### src/rtl/core/aszc_pkg.sv
// Shared types, constants and helpers for the analog stick zone classifier.
// No dependencies; every other file in rtl/core imports this package.
package aszc_pkg;

    localparam int SAMPLE_BITS    = 16;
    localparam int FRAC_BITS      = SAMPLE_BITS - 1;
    localparam int ZONE_COUNT     = 5;
    localparam int ZONE_BITS      = 3;
    localparam int MARKER_REGS    = 5;
    localparam int MARKER_BITS    = 16;
    localparam int MARKER_IDX_BITS = $clog2(MARKER_REGS);
    localparam int CMP_BITS       = (SAMPLE_BITS > MARKER_BITS) ? SAMPLE_BITS : MARKER_BITS;

    localparam int REG_INDEX_BITS = 3;
    localparam int CFG_ADDR_BITS  = REG_INDEX_BITS + 2;
    localparam int CFG_DATA_BITS  = 32;

    localparam logic [REG_INDEX_BITS-1:0] REG_HOLD_FIRST  = 3'd5;
    localparam logic [REG_INDEX_BITS-1:0] REG_HOLD_SECOND = 3'd6;

    localparam logic [SAMPLE_BITS-1:0] MAG_ONE = SAMPLE_BITS'(1) << FRAC_BITS;

    localparam logic [MARKER_REGS-1:0][MARKER_BITS-1:0] MARKER_RESET = {
        16'd32768, 16'd24576, 16'd16384, 16'd6554, 16'd3932
    };

    typedef struct packed {
        logic signed [SAMPLE_BITS-1:0] stick_x;
        logic signed [SAMPLE_BITS-1:0] stick_y;
        logic                          input_allowed;
    } sample_t;

    typedef struct packed {
        logic [SAMPLE_BITS-1:0] magnitude;
        logic [ZONE_BITS-1:0]   zone_index;
        logic [SAMPLE_BITS-1:0] zone_fraction;
        logic                   suppressed;
    } result_t;

    typedef struct packed {
        logic [MARKER_REGS-1:0][MARKER_BITS-1:0] marker;
        logic                                    hold_first;
        logic                                    hold_second;
    } cfg_t;

    // Zones past the programmable markers have their upper bound fixed at 1.0.
    function automatic logic [CMP_BITS-1:0] marker_at(input cfg_t cfg, input int k);
        logic [CMP_BITS-1:0] value;
        if (k < MARKER_REGS)
            value = CMP_BITS'(cfg.marker[MARKER_IDX_BITS'(k)]);
        else
            value = CMP_BITS'(MAG_ONE);
        return value;
    endfunction

endpackage

### src/rtl/core/aszc_regs.sv
// Configuration register file: zone markers and the two hold bits behind an APB port.
// Depends on aszc_pkg.
module aszc_regs (
    input  logic                                 clk,
    input  logic                                 rst_n,
    input  logic                                 psel,
    input  logic                                 penable,
    input  logic                                 pwrite,
    input  logic [aszc_pkg::CFG_ADDR_BITS-1:0]   paddr,
    input  logic [aszc_pkg::CFG_DATA_BITS-1:0]   pwdata,
    output logic [aszc_pkg::CFG_DATA_BITS-1:0]   prdata,
    output logic                                 pready,
    output aszc_pkg::cfg_t                       cfg
);
    import aszc_pkg::*;

    logic [REG_INDEX_BITS-1:0] reg_index;
    logic                      wr_en;
    cfg_t                      cfg_reg;
    cfg_t                      cfg_next;

    assign reg_index = paddr[CFG_ADDR_BITS-1:2];
    assign wr_en     = psel && penable && pwrite;
    assign pready    = 1'b1;
    assign cfg       = cfg_reg;

    always_comb
    begin
        cfg_next = cfg_reg;
        if (wr_en)
        begin
            if (32'(reg_index) < MARKER_REGS)
                cfg_next.marker[MARKER_IDX_BITS'(reg_index)] = pwdata[MARKER_BITS-1:0];
            else if (reg_index == REG_HOLD_FIRST)
                cfg_next.hold_first = pwdata[0];
            else if (reg_index == REG_HOLD_SECOND)
                cfg_next.hold_second = pwdata[0];
        end
    end

    always_ff @(posedge clk or negedge rst_n)
    begin
        if (!rst_n)
        begin
            cfg_reg.marker      <= MARKER_RESET;
            cfg_reg.hold_first  <= 1'b0;
            cfg_reg.hold_second <= 1'b0;
        end
        else
        begin
            cfg_reg <= cfg_next;
        end
    end

    always_comb
    begin
        prdata = '0;
        if (32'(reg_index) < MARKER_REGS)
            prdata = CFG_DATA_BITS'(cfg_reg.marker[MARKER_IDX_BITS'(reg_index)]);
        else if (reg_index == REG_HOLD_FIRST)
            prdata = CFG_DATA_BITS'(cfg_reg.hold_first);
        else if (reg_index == REG_HOLD_SECOND)
            prdata = CFG_DATA_BITS'(cfg_reg.hold_second);
    end

endmodule

### src/rtl/core/aszc_mag.sv
// Bit-serial magnitude unit: x*x + y*y by shift-and-add, then a digit-by-digit
// integer square root taking two radicand bits per cycle. Depends on aszc_pkg.
module aszc_mag (
    input  logic                               clk,
    input  logic                               rst_n,
    input  logic                               start,
    input  logic [aszc_pkg::SAMPLE_BITS-1:0]   ax,
    input  logic [aszc_pkg::SAMPLE_BITS-1:0]   ay,
    output logic                               done,
    output logic [aszc_pkg::SAMPLE_BITS-1:0]   root
);
    import aszc_pkg::*;

    localparam int SQ_BITS  = 2 * SAMPLE_BITS;
    localparam int REM_BITS = SAMPLE_BITS + 3;
    localparam int CNT_BITS = $clog2(SAMPLE_BITS);
    localparam logic [CNT_BITS-1:0] LAST = CNT_BITS'(SAMPLE_BITS - 1);

    logic                   busy_reg, busy_next;
    logic                   root_phase_reg, root_phase_next;
    logic                   done_reg, done_next;
    logic [CNT_BITS-1:0]    cnt_reg, cnt_next;
    logic [SAMPLE_BITS-1:0] ax_reg, ax_next;
    logic [SAMPLE_BITS-1:0] ay_reg, ay_next;
    logic [SAMPLE_BITS-1:0] xs_reg, xs_next;
    logic [SAMPLE_BITS-1:0] ys_reg, ys_next;
    logic [SQ_BITS-1:0]     acc_reg, acc_next;
    logic [REM_BITS-1:0]    rem_reg, rem_next;
    logic [SAMPLE_BITS-1:0] root_reg, root_next;

    logic [REM_BITS-1:0]    rem_shift;
    logic [REM_BITS-1:0]    trial;

    assign rem_shift = {rem_reg[REM_BITS-3:0], acc_reg[SQ_BITS-1 -: 2]};
    assign trial     = REM_BITS'({root_reg, 2'b01});

    always_comb
    begin
        busy_next       = busy_reg;
        root_phase_next = root_phase_reg;
        done_next       = 1'b0;
        cnt_next        = cnt_reg;
        ax_next         = ax_reg;
        ay_next         = ay_reg;
        xs_next         = xs_reg;
        ys_next         = ys_reg;
        acc_next        = acc_reg;
        rem_next        = rem_reg;
        root_next       = root_reg;
        if (start)
        begin
            busy_next       = 1'b1;
            root_phase_next = 1'b0;
            cnt_next        = '0;
            ax_next         = ax;
            ay_next         = ay;
            xs_next         = ax;
            ys_next         = ay;
            acc_next        = '0;
            rem_next        = '0;
            root_next       = '0;
        end
        else if (busy_reg && !root_phase_reg)
        begin
            // Multiplier bits are consumed from the top, so the sum doubles each step.
            acc_next = (acc_reg << 1)
                     + (xs_reg[SAMPLE_BITS-1] ? SQ_BITS'(ax_reg) : '0)
                     + (ys_reg[SAMPLE_BITS-1] ? SQ_BITS'(ay_reg) : '0);
            xs_next  = xs_reg << 1;
            ys_next  = ys_reg << 1;
            cnt_next = cnt_reg + CNT_BITS'(1);
            if (cnt_reg == LAST)
            begin
                root_phase_next = 1'b1;
                cnt_next        = '0;
            end
        end
        else if (busy_reg)
        begin
            acc_next = acc_reg << 2;
            if (rem_shift >= trial)
            begin
                rem_next  = rem_shift - trial;
                root_next = {root_reg[SAMPLE_BITS-2:0], 1'b1};
            end
            else
            begin
                rem_next  = rem_shift;
                root_next = {root_reg[SAMPLE_BITS-2:0], 1'b0};
            end
            cnt_next = cnt_reg + CNT_BITS'(1);
            if (cnt_reg == LAST)
            begin
                busy_next = 1'b0;
                done_next = 1'b1;
            end
        end
    end

    always_ff @(posedge clk or negedge rst_n)
    begin
        if (!rst_n)
        begin
            busy_reg       <= 1'b0;
            root_phase_reg <= 1'b0;
            done_reg       <= 1'b0;
            cnt_reg        <= '0;
        end
        else
        begin
            busy_reg       <= busy_next;
            root_phase_reg <= root_phase_next;
            done_reg       <= done_next;
            cnt_reg        <= cnt_next;
        end
    end

    always_ff @(posedge clk)
    begin
        ax_reg   <= ax_next;
        ay_reg   <= ay_next;
        xs_reg   <= xs_next;
        ys_reg   <= ys_next;
        acc_reg  <= acc_next;
        rem_reg  <= rem_next;
        root_reg <= root_next;
    end

    assign done = done_reg;
    assign root = root_reg;

endmodule

### src/rtl/core/aszc_div.sv
// Bit-serial restoring divider for the in-zone position, one quotient bit per cycle.
// The dividend never exceeds the divisor, so the quotient is at most 1.0. Depends on aszc_pkg.
module aszc_div (
    input  logic                               clk,
    input  logic                               rst_n,
    input  logic                               start,
    input  logic [aszc_pkg::CMP_BITS-1:0]      dividend,
    input  logic [aszc_pkg::CMP_BITS-1:0]      divisor,
    output logic                               done,
    output logic [aszc_pkg::SAMPLE_BITS-1:0]   quotient
);
    import aszc_pkg::*;

    localparam int CNT_BITS = $clog2(FRAC_BITS);
    localparam logic [CNT_BITS-1:0] LAST = CNT_BITS'(FRAC_BITS - 1);

    logic                   busy_reg, busy_next;
    logic                   done_reg, done_next;
    logic [CNT_BITS-1:0]    cnt_reg, cnt_next;
    logic [CMP_BITS-1:0]    rem_reg, rem_next;
    logic [CMP_BITS-1:0]    den_reg, den_next;
    logic [SAMPLE_BITS-1:0] quo_reg, quo_next;

    logic [CMP_BITS:0]      rem_shift;

    assign rem_shift = {rem_reg, 1'b0};

    always_comb
    begin
        busy_next = busy_reg;
        done_next = 1'b0;
        cnt_next  = cnt_reg;
        rem_next  = rem_reg;
        den_next  = den_reg;
        quo_next  = quo_reg;
        if (start)
        begin
            // The integer part is one only when the magnitude sits on the upper bound.
            busy_next = 1'b1;
            cnt_next  = '0;
            den_next  = divisor;
            if (dividend >= divisor)
            begin
                quo_next = SAMPLE_BITS'(1);
                rem_next = '0;
            end
            else
            begin
                quo_next = '0;
                rem_next = dividend;
            end
        end
        else if (busy_reg)
        begin
            if (rem_shift >= {1'b0, den_reg})
            begin
                rem_next = CMP_BITS'(rem_shift - {1'b0, den_reg});
                quo_next = {quo_reg[SAMPLE_BITS-2:0], 1'b1};
            end
            else
            begin
                rem_next = rem_shift[CMP_BITS-1:0];
                quo_next = {quo_reg[SAMPLE_BITS-2:0], 1'b0};
            end
            cnt_next = cnt_reg + CNT_BITS'(1);
            if (cnt_reg == LAST)
            begin
                busy_next = 1'b0;
                done_next = 1'b1;
            end
        end
    end

    always_ff @(posedge clk or negedge rst_n)
    begin
        if (!rst_n)
        begin
            busy_reg <= 1'b0;
            done_reg <= 1'b0;
            cnt_reg  <= '0;
        end
        else
        begin
            busy_reg <= busy_next;
            done_reg <= done_next;
            cnt_reg  <= cnt_next;
        end
    end

    always_ff @(posedge clk)
    begin
        rem_reg <= rem_next;
        den_reg <= den_next;
        quo_reg <= quo_next;
    end

    assign done     = done_reg;
    assign quotient = quo_reg;

endmodule

### src/rtl/core/analog_stick_zone_classifier_top.sv
// Analog stick zone classifier: one request at a time. Every request passes through the
// bit-serial magnitude unit, and through the bit-serial divider unless no division is needed
// (suppressed, dead zone or no zone match). The result waits while an earlier one is not yet
// taken, and the next request can be taken in the same cycle that the result appears.
// Reset (rst_n, asynchronous, active low) restores the marker defaults, clears the holds
// and held zone, and marks the first request after reset for suppression.
module analog_stick_zone_classifier_top (
    input  logic                                 clk,
    input  logic                                 rst_n,
    input  logic                                 psel,
    input  logic                                 penable,
    input  logic                                 pwrite,
    input  logic [aszc_pkg::CFG_ADDR_BITS-1:0]   paddr,
    input  logic [aszc_pkg::CFG_DATA_BITS-1:0]   pwdata,
    output logic [aszc_pkg::CFG_DATA_BITS-1:0]   prdata,
    output logic                                 pready,
    input  logic                                 sample_valid,
    output logic                                 sample_ready,
    input  aszc_pkg::sample_t                    sample,
    output logic                                 result_valid,
    input  logic                                 result_ready,
    output aszc_pkg::result_t                    result
);
    import aszc_pkg::*;

    localparam logic [2:0] ST_IDLE  = 3'd0;
    localparam logic [2:0] ST_MAG   = 3'd1;
    localparam logic [2:0] ST_CLASS = 3'd2;
    localparam logic [2:0] ST_DIV   = 3'd3;
    localparam logic [2:0] ST_OUT   = 3'd4;

    cfg_t                   cfg;
    logic                   accept;
    logic                   supp_now;
    logic [SAMPLE_BITS-1:0] x_bits, y_bits;
    logic [SAMPLE_BITS-1:0] ax, ay;
    logic [SAMPLE_BITS-1:0] ax_in, ay_in;
    logic                   mag_done;
    logic [SAMPLE_BITS-1:0] root;
    logic                   div_start;
    logic                   div_done;
    logic [SAMPLE_BITS-1:0] quotient;

    logic [CMP_BITS-1:0]    mag_ext;
    logic                   in_dead_zone;
    logic                   zone_hit;
    logic [ZONE_BITS-1:0]   zone_sel;
    logic [CMP_BITS-1:0]    lo_sel, hi_sel;
    logic [CMP_BITS-1:0]    lo_k, hi_k;

    logic [2:0]             state_reg, state_next;
    logic                   first_pending_reg, first_pending_next;
    logic                   supp_reg, supp_next;
    logic [SAMPLE_BITS-1:0] mag_reg, mag_next;
    logic [ZONE_BITS-1:0]   zone_sel_reg, zone_sel_next;
    logic [ZONE_BITS-1:0]   held_idx_reg, held_idx_next;
    logic [SAMPLE_BITS-1:0] held_frac_reg, held_frac_next;
    logic                   result_valid_reg, result_valid_next;
    result_t                result_reg, result_next;

    aszc_regs u_regs (
        .clk     (clk),
        .rst_n   (rst_n),
        .psel    (psel),
        .penable (penable),
        .pwrite  (pwrite),
        .paddr   (paddr),
        .pwdata  (pwdata),
        .prdata  (prdata),
        .pready  (pready),
        .cfg     (cfg)
    );

    assign sample_ready = (state_reg == ST_IDLE);
    assign accept       = sample_valid && sample_ready;
    assign supp_now     = cfg.hold_first || cfg.hold_second || first_pending_reg
                          || !sample.input_allowed;

    assign x_bits = sample.stick_x;
    assign y_bits = sample.stick_y;
    assign ax     = x_bits[SAMPLE_BITS-1] ? (~x_bits + SAMPLE_BITS'(1)) : x_bits;
    assign ay     = y_bits[SAMPLE_BITS-1] ? (~y_bits + SAMPLE_BITS'(1)) : y_bits;
    assign ax_in  = supp_now ? '0 : ax;
    assign ay_in  = supp_now ? '0 : ay;

    aszc_mag u_mag (
        .clk   (clk),
        .rst_n (rst_n),
        .start (accept),
        .ax    (ax_in),
        .ay    (ay_in),
        .done  (mag_done),
        .root  (root)
    );

    // Zone search: the lowest matching zone wins, so scan from the top down.
    always_comb
    begin
        mag_ext      = CMP_BITS'(mag_reg);
        in_dead_zone = (mag_ext <= marker_at(cfg, 0));
        zone_hit     = 1'b0;
        zone_sel     = '0;
        lo_sel       = '0;
        hi_sel       = '0;
        lo_k         = '0;
        hi_k         = '0;
        for (int k = ZONE_COUNT - 1; k >= 1; k--)
        begin
            lo_k = marker_at(cfg, k - 1);
            hi_k = marker_at(cfg, k);
            if ((lo_k < mag_ext) && (mag_ext <= hi_k))
            begin
                zone_hit = 1'b1;
                zone_sel = ZONE_BITS'(k);
                lo_sel   = lo_k;
                hi_sel   = hi_k;
            end
        end
    end

    assign div_start = (state_reg == ST_CLASS) && !in_dead_zone && zone_hit;

    aszc_div u_div (
        .clk      (clk),
        .rst_n    (rst_n),
        .start    (div_start),
        .dividend (mag_ext - lo_sel),
        .divisor  (hi_sel - lo_sel),
        .done     (div_done),
        .quotient (quotient)
    );

    always_comb
    begin
        state_next         = state_reg;
        first_pending_next = first_pending_reg;
        supp_next          = supp_reg;
        mag_next           = mag_reg;
        zone_sel_next      = zone_sel_reg;
        held_idx_next      = held_idx_reg;
        held_frac_next     = held_frac_reg;
        result_valid_next  = result_valid_reg;
        result_next        = result_reg;
        if (result_valid_reg && result_ready)
            result_valid_next = 1'b0;
        case (state_reg)
            ST_IDLE:
            begin
                if (accept)
                begin
                    supp_next = supp_now;
                    if (supp_now)
                        first_pending_next = 1'b0;
                    state_next = ST_MAG;
                end
            end
            ST_MAG:
            begin
                if (mag_done)
                begin
                    mag_next   = (root > MAG_ONE) ? MAG_ONE : root;
                    state_next = ST_CLASS;
                end
            end
            ST_CLASS:
            begin
                if (in_dead_zone)
                begin
                    held_idx_next  = '0;
                    held_frac_next = '0;
                    state_next     = ST_OUT;
                end
                else if (zone_hit)
                begin
                    zone_sel_next = zone_sel;
                    state_next    = ST_DIV;
                end
                else
                begin
                    state_next = ST_OUT;
                end
            end
            ST_DIV:
            begin
                if (div_done)
                begin
                    held_idx_next  = zone_sel_reg;
                    held_frac_next = quotient;
                    state_next     = ST_OUT;
                end
            end
            ST_OUT:
            begin
                if (!result_valid_reg || result_ready)
                begin
                    result_next.magnitude     = mag_reg;
                    result_next.zone_index    = held_idx_reg;
                    result_next.zone_fraction = held_frac_reg;
                    result_next.suppressed    = supp_reg;
                    result_valid_next         = 1'b1;
                    state_next                = ST_IDLE;
                end
            end
            default:
            begin
                state_next = ST_IDLE;
            end
        endcase
    end

    always_ff @(posedge clk or negedge rst_n)
    begin
        if (!rst_n)
        begin
            state_reg         <= ST_IDLE;
            first_pending_reg <= 1'b1;
            held_idx_reg      <= '0;
            held_frac_reg     <= '0;
            result_valid_reg  <= 1'b0;
        end
        else
        begin
            state_reg         <= state_next;
            first_pending_reg <= first_pending_next;
            held_idx_reg      <= held_idx_next;
            held_frac_reg     <= held_frac_next;
            result_valid_reg  <= result_valid_next;
        end
    end

    always_ff @(posedge clk)
    begin
        supp_reg     <= supp_next;
        mag_reg      <= mag_next;
        zone_sel_reg <= zone_sel_next;
        result_reg   <= result_next;
    end

    assign result_valid = result_valid_reg;
    assign result       = result_reg;

    a_mag_done_in_mag: assert property (@(posedge clk) disable iff (!rst_n)
        mag_done |-> state_reg == ST_MAG)
        else $error("magnitude unit finished outside the magnitude phase");

    a_div_done_in_div: assert property (@(posedge clk) disable iff (!rst_n)
        div_done |-> state_reg == ST_DIV)
        else $error("divider finished outside the division phase");

    a_first_cleared: assert property (@(posedge clk) disable iff (!rst_n)
        accept |=> !first_pending_reg)
        else $error("first-request flag survived an accepted request");

    a_supp_zero_mag: assert property (@(posedge clk) disable iff (!rst_n)
        (result_valid && result.suppressed) |-> result.magnitude == '0)
        else $error("suppressed result carries a nonzero magnitude");

    a_result_range: assert property (@(posedge clk) disable iff (!rst_n)
        result_valid |-> (result.zone_fraction <= MAG_ONE)
                         && (result.magnitude <= MAG_ONE)
                         && (result.zone_index <= ZONE_BITS'(ZONE_COUNT - 1)))
        else $error("result field out of range");

endmodule
### config.mk
export PLATFORM = sky130hd
export DESIGN_NAME = analog_stick_zone_classifier_top
export DESIGN_NICKNAME = d
export VERILOG_FILES = /design/src/rtl/core/aszc_pkg.sv /design/src/rtl/core/aszc_regs.sv /design/src/rtl/core/aszc_mag.sv /design/src/rtl/core/aszc_div.sv /design/src/rtl/core/analog_stick_zone_classifier_top.sv
export SDC_FILE = /design/constraint.sdc
export NUM_CORES = 1
export LEC_CHECK = 0
export BUFFER_PORTS_ARGS = -buffer_cell sky130_fd_sc_hd__buf_2
export CAP_MARGIN = 25
export CORE_UTILIZATION = 50
export CTS_BUF_LIST = sky130_fd_sc_hd__clkbuf_4 sky130_fd_sc_hd__clkbuf_8
export DETAILED_ROUTE_END_ITERATION = 10
export PLACE_DENSITY = 0.73
export SLEW_MARGIN = 20
export SYNTH_ARGS = -nofsm -noshare
export SYNTH_HDL_FRONTEND = slang
export SYNTH_SLANG_ARGS = --single-unit
### constraint.sdc
create_clock -name clk -period 7.3 [get_ports clk]
set_input_delay 1.46 -clock clk [delete_from_list [all_inputs] [get_ports clk]]
set_output_delay 1.46 -clock clk [all_outputs]
set_load 0.05 [all_outputs]
==> results.cfg <==
[status]
status = finished, final reports clean

[floorplanning]
die_h_um = 212
core_um2 = 43300
io_pins = 148
num_rows = 76
initial_core_util_pct = 50.9
dieArea_um2 = 44900
fp.dieW_um = 212

[worst_hold_path]
hp-class = register to register
worstHoldPathCells = 0

[critical_path]
start_kind = register
cp_top_family = compound AO/OA/AOI/OAI gates
cp_max_fo = 18
cp.required_ns = 7.82
slowest_stage = dfstp_2
crit_type = register to register
crit_buf_inv = 3
cp_slowest_stage_delay_ns = 0.59
worstPathArrival_ns = 7.64
path_depth = 29
reg2reg_depth = 29
cp-end-kind = register

[clock_tree]
root_buffer = clkbuf_8
numCtsBuffers = 59
cts_buffer_depth = 3
clkSinkCount = 349
cts_tree = done
h-tree-depth = 2
clk_latency_ns = 0.68
clkTransAtPathRegs_ns = 0.08

[detailed_routing]
ant_nets = 0
firstDrtPassIters = 5
viasPerCell = 5.74
drt-total-wl_mm = 54.2
vias = 17700
detail_route.iter0.violations = 1228
drc = 0
wl_per_cell_um = 17.6

[logic_synthesis]
synth-edff-count = 166
syn_inst = 2331
netlist_area_um2 = 22000
synth.most_common_cell = nand2_1
ys_seq_area_share_pct = 42.0
async_flop_share_pct = 33.8
yosys_warnings = 0
ys_ff_latch = 349
synth.avg_cell_area_um2 = 9.45
synth_top_area_cell = edfxtp_1
synthTopCellsByArea = edfxtp_1 (23%), dfrtp_1 (11%), ha_1 (9.3%)
ys.flop_type = edfxtp_1
synth_top_area_share_pct = 22.6
yosys-top-cells-count = nand2_1 (218), inv_1 (196), a21oi_1 (192)
yosys.cell_types.count = 85

[sta]
worst_slew_pin_slew_ns = 0.969
fmax_ghz = 0.140
hold_viol = 0
maxSlewHeadroom_pct = 35.4
min_period_over_period_pct = 97.6
finalClockSkew_ns = 0.0375
fin_crit_ns = 7.12
hold_ws_ns = 0.420
final-max-slew-violation-count = 0
setup_viol = 0

[grt]
grt_first_pass_wirelength_mm = 87.4
grt_usage_pct = 24.4
antenna_found_initial = 0
overflow = 0
grt_max_degree = 73
first_global_vias = 17200

[place]
numPortBuffers = 111
hpwl_mm = 40.3
dp_cells = 2959
gp_congestion = 0.945

[final_layout]
fillers = 3791
largest_register_ffs = 82
finalNetCount = 2699
drive_gt1_share_pct = 16.9
area_delta_synth_final_pct = 11.7
multiInputGateArea_um2 = 11700
diodes = 0
final-seq-area_um2 = 9270
stdcell_count = 3075

[run]
maxCapViolCount = 0

[pwr]
power_leakage_nw = 10.7
p_clk_share_pct = 17.9
peakVddDrop_mv = 0.210
power.switching_w = 0.00446
power_density_nw_per_um2 = 428
power_frac_seq_pct = 29.6
switching_share_pct = 42.3
pwr-share-comb_pct = 52.5
p_int_w = 0.00608
worst register-to-register path: cells and delay by family (launching register included):
kind	cells	cell delay, ns
AO/OA/AOI/OAI	16	3.42
adder cells (fa/ha/maj)	4	1.32
AND/OR/NAND/NOR	5	1.09
flip-flops	1	0.59
buffers and inverters	3	0.41
multiplexers	1	0.16
per-stage QoR:
stage               worst slack (ns)  utilization [%]  power [W]   TNS, ns  cell area (um^2)
floorplan                      0.370                -    0.00727         0             22100
global placement               0.386             53.7    0.00834         0             23200
detailed placement             0.297             53.7    0.00856         0             23200
CTS                            0.227             56.7     0.0105         0             24500
global route                -0.00381             56.9     0.0114  -0.00381             24600
finish                         0.177             56.9     0.0105         0             24600
layer usage:
metal | track usage, % | up-vias | share of wire [%]
met4 | 11.9 | 0 | 4.2
met1 | 31.1 | 8443 | 43
met3 | 3.29 | 132 | 5.2
li1 | - | 8553 | -
met2 | 40.8 | 535 | 48
met5 | 0 | - | 0
power groups by stage:
stage / registers [W] / clock network (W) / logic, W
6_report: 0.00312 / 0.00189 / 0.00553
5_1_grt: 0.00318 / 0.00201 / 0.00619
4_1_cts: 0.00311 / 0.00193 / 0.00545
3_5_place_dp: 0.00314 / 0 / 0.00542
3_3_place_gp: 0.00312 / 0 / 0.00522
2_1_floorplan: 0.00297 / 0 / 0.00429
what timing repair did:
item	4_1_cts	5_1_grt
hold buffers	0	0
resized for setup	0	6
buffers inserted	0	4
setup endpoints to repair	0	12
kinds of logic (layout without fill, tap and decap cells):
logic type / count (synthesis) / in the layout / share of synthesized area (%)
AND/OR/NAND/NOR: 644 / 644 / 13.8
multiplexers: 116 / 116 / 5.68
other: 2 / 18 / 0.0341
adder cells (fa/ha/maj): 184 / 184 / 11.1
buffers and inverters: 321 / 464 / 5.81
flip-flops: 349 / 349 / 42.0
XOR/XNOR: 98 / 98 / 3.89
AO/OA/AOI/OAI: 617 / 617 / 17.6
cells in the final DEF (no fill, tap or decap), types with 10 or more instances in the layout:
| master | instances |
|---|---|
| a211oi_1 | 12 |
| a21o_1 | 37 |
| a21oi_1 | 190 |
| a22oi_1 | 46 |
| a31oi_1 | 12 |
| and3_1 | 14 |
| buf_2 | 110 |
| buf_4 | 43 |
| clkbuf_4 | 24 |
| clkbuf_8 | 72 |
| clkinv_2 | 11 |
| conb_1 | 18 |
| dfrtp_1 | 97 |
| dfstp_2 | 20 |
| dfxtp_1 | 65 |
| edfxtp_1 | 166 |
| fa_1 | 19 |
| ha_1 | 163 |
| inv_1 | 194 |
| mux2_2 | 72 |
| mux2i_1 | 43 |
| nand2_1 | 217 |
| nand2b_1 | 19 |
| nand3_1 | 54 |
| nand4_1 | 32 |
| nor2_1 | 153 |
| nor2b_1 | 40 |
| nor3_1 | 31 |
| o211ai_1 | 15 |
| o21a_1 | 10 |
| o21ai_0 | 149 |
| o21bai_1 | 10 |
| o22ai_1 | 27 |
| o31ai_1 | 23 |
| or2_2 | 17 |
| or3_1 | 13 |
| xnor2_1 | 49 |
| xor2_1 | 49 |
final timing paths:
check                          startpoint                end  slack (ns)
max reg2reg                u_regs.cfg[29]  u_div.rem_reg[12]        0.18
min                              supp_reg          result[0]        0.42
max                        u_regs.cfg[29]  u_div.rem_reg[12]        0.18
max in group asynchronous           rst_n     u_regs.cfg[34]        5.15
min reg2reg                      supp_reg          result[0]        0.42
min in group asynchronous           rst_n     u_regs.cfg[75]        0.85
layout make-up:
type | instances | area share, %
well taps | 585 | 2.97
multi-input cells | 1677 | 47.4
clock inverters | 15 | 0.473
flip-flops and latches | 349 | 37.6
inverters | 197 | 3.01
repair buffers | 156 | 3.81
clock buffers | 96 | 4.76
Note: power is estimated with default switching activity, not from simulation.
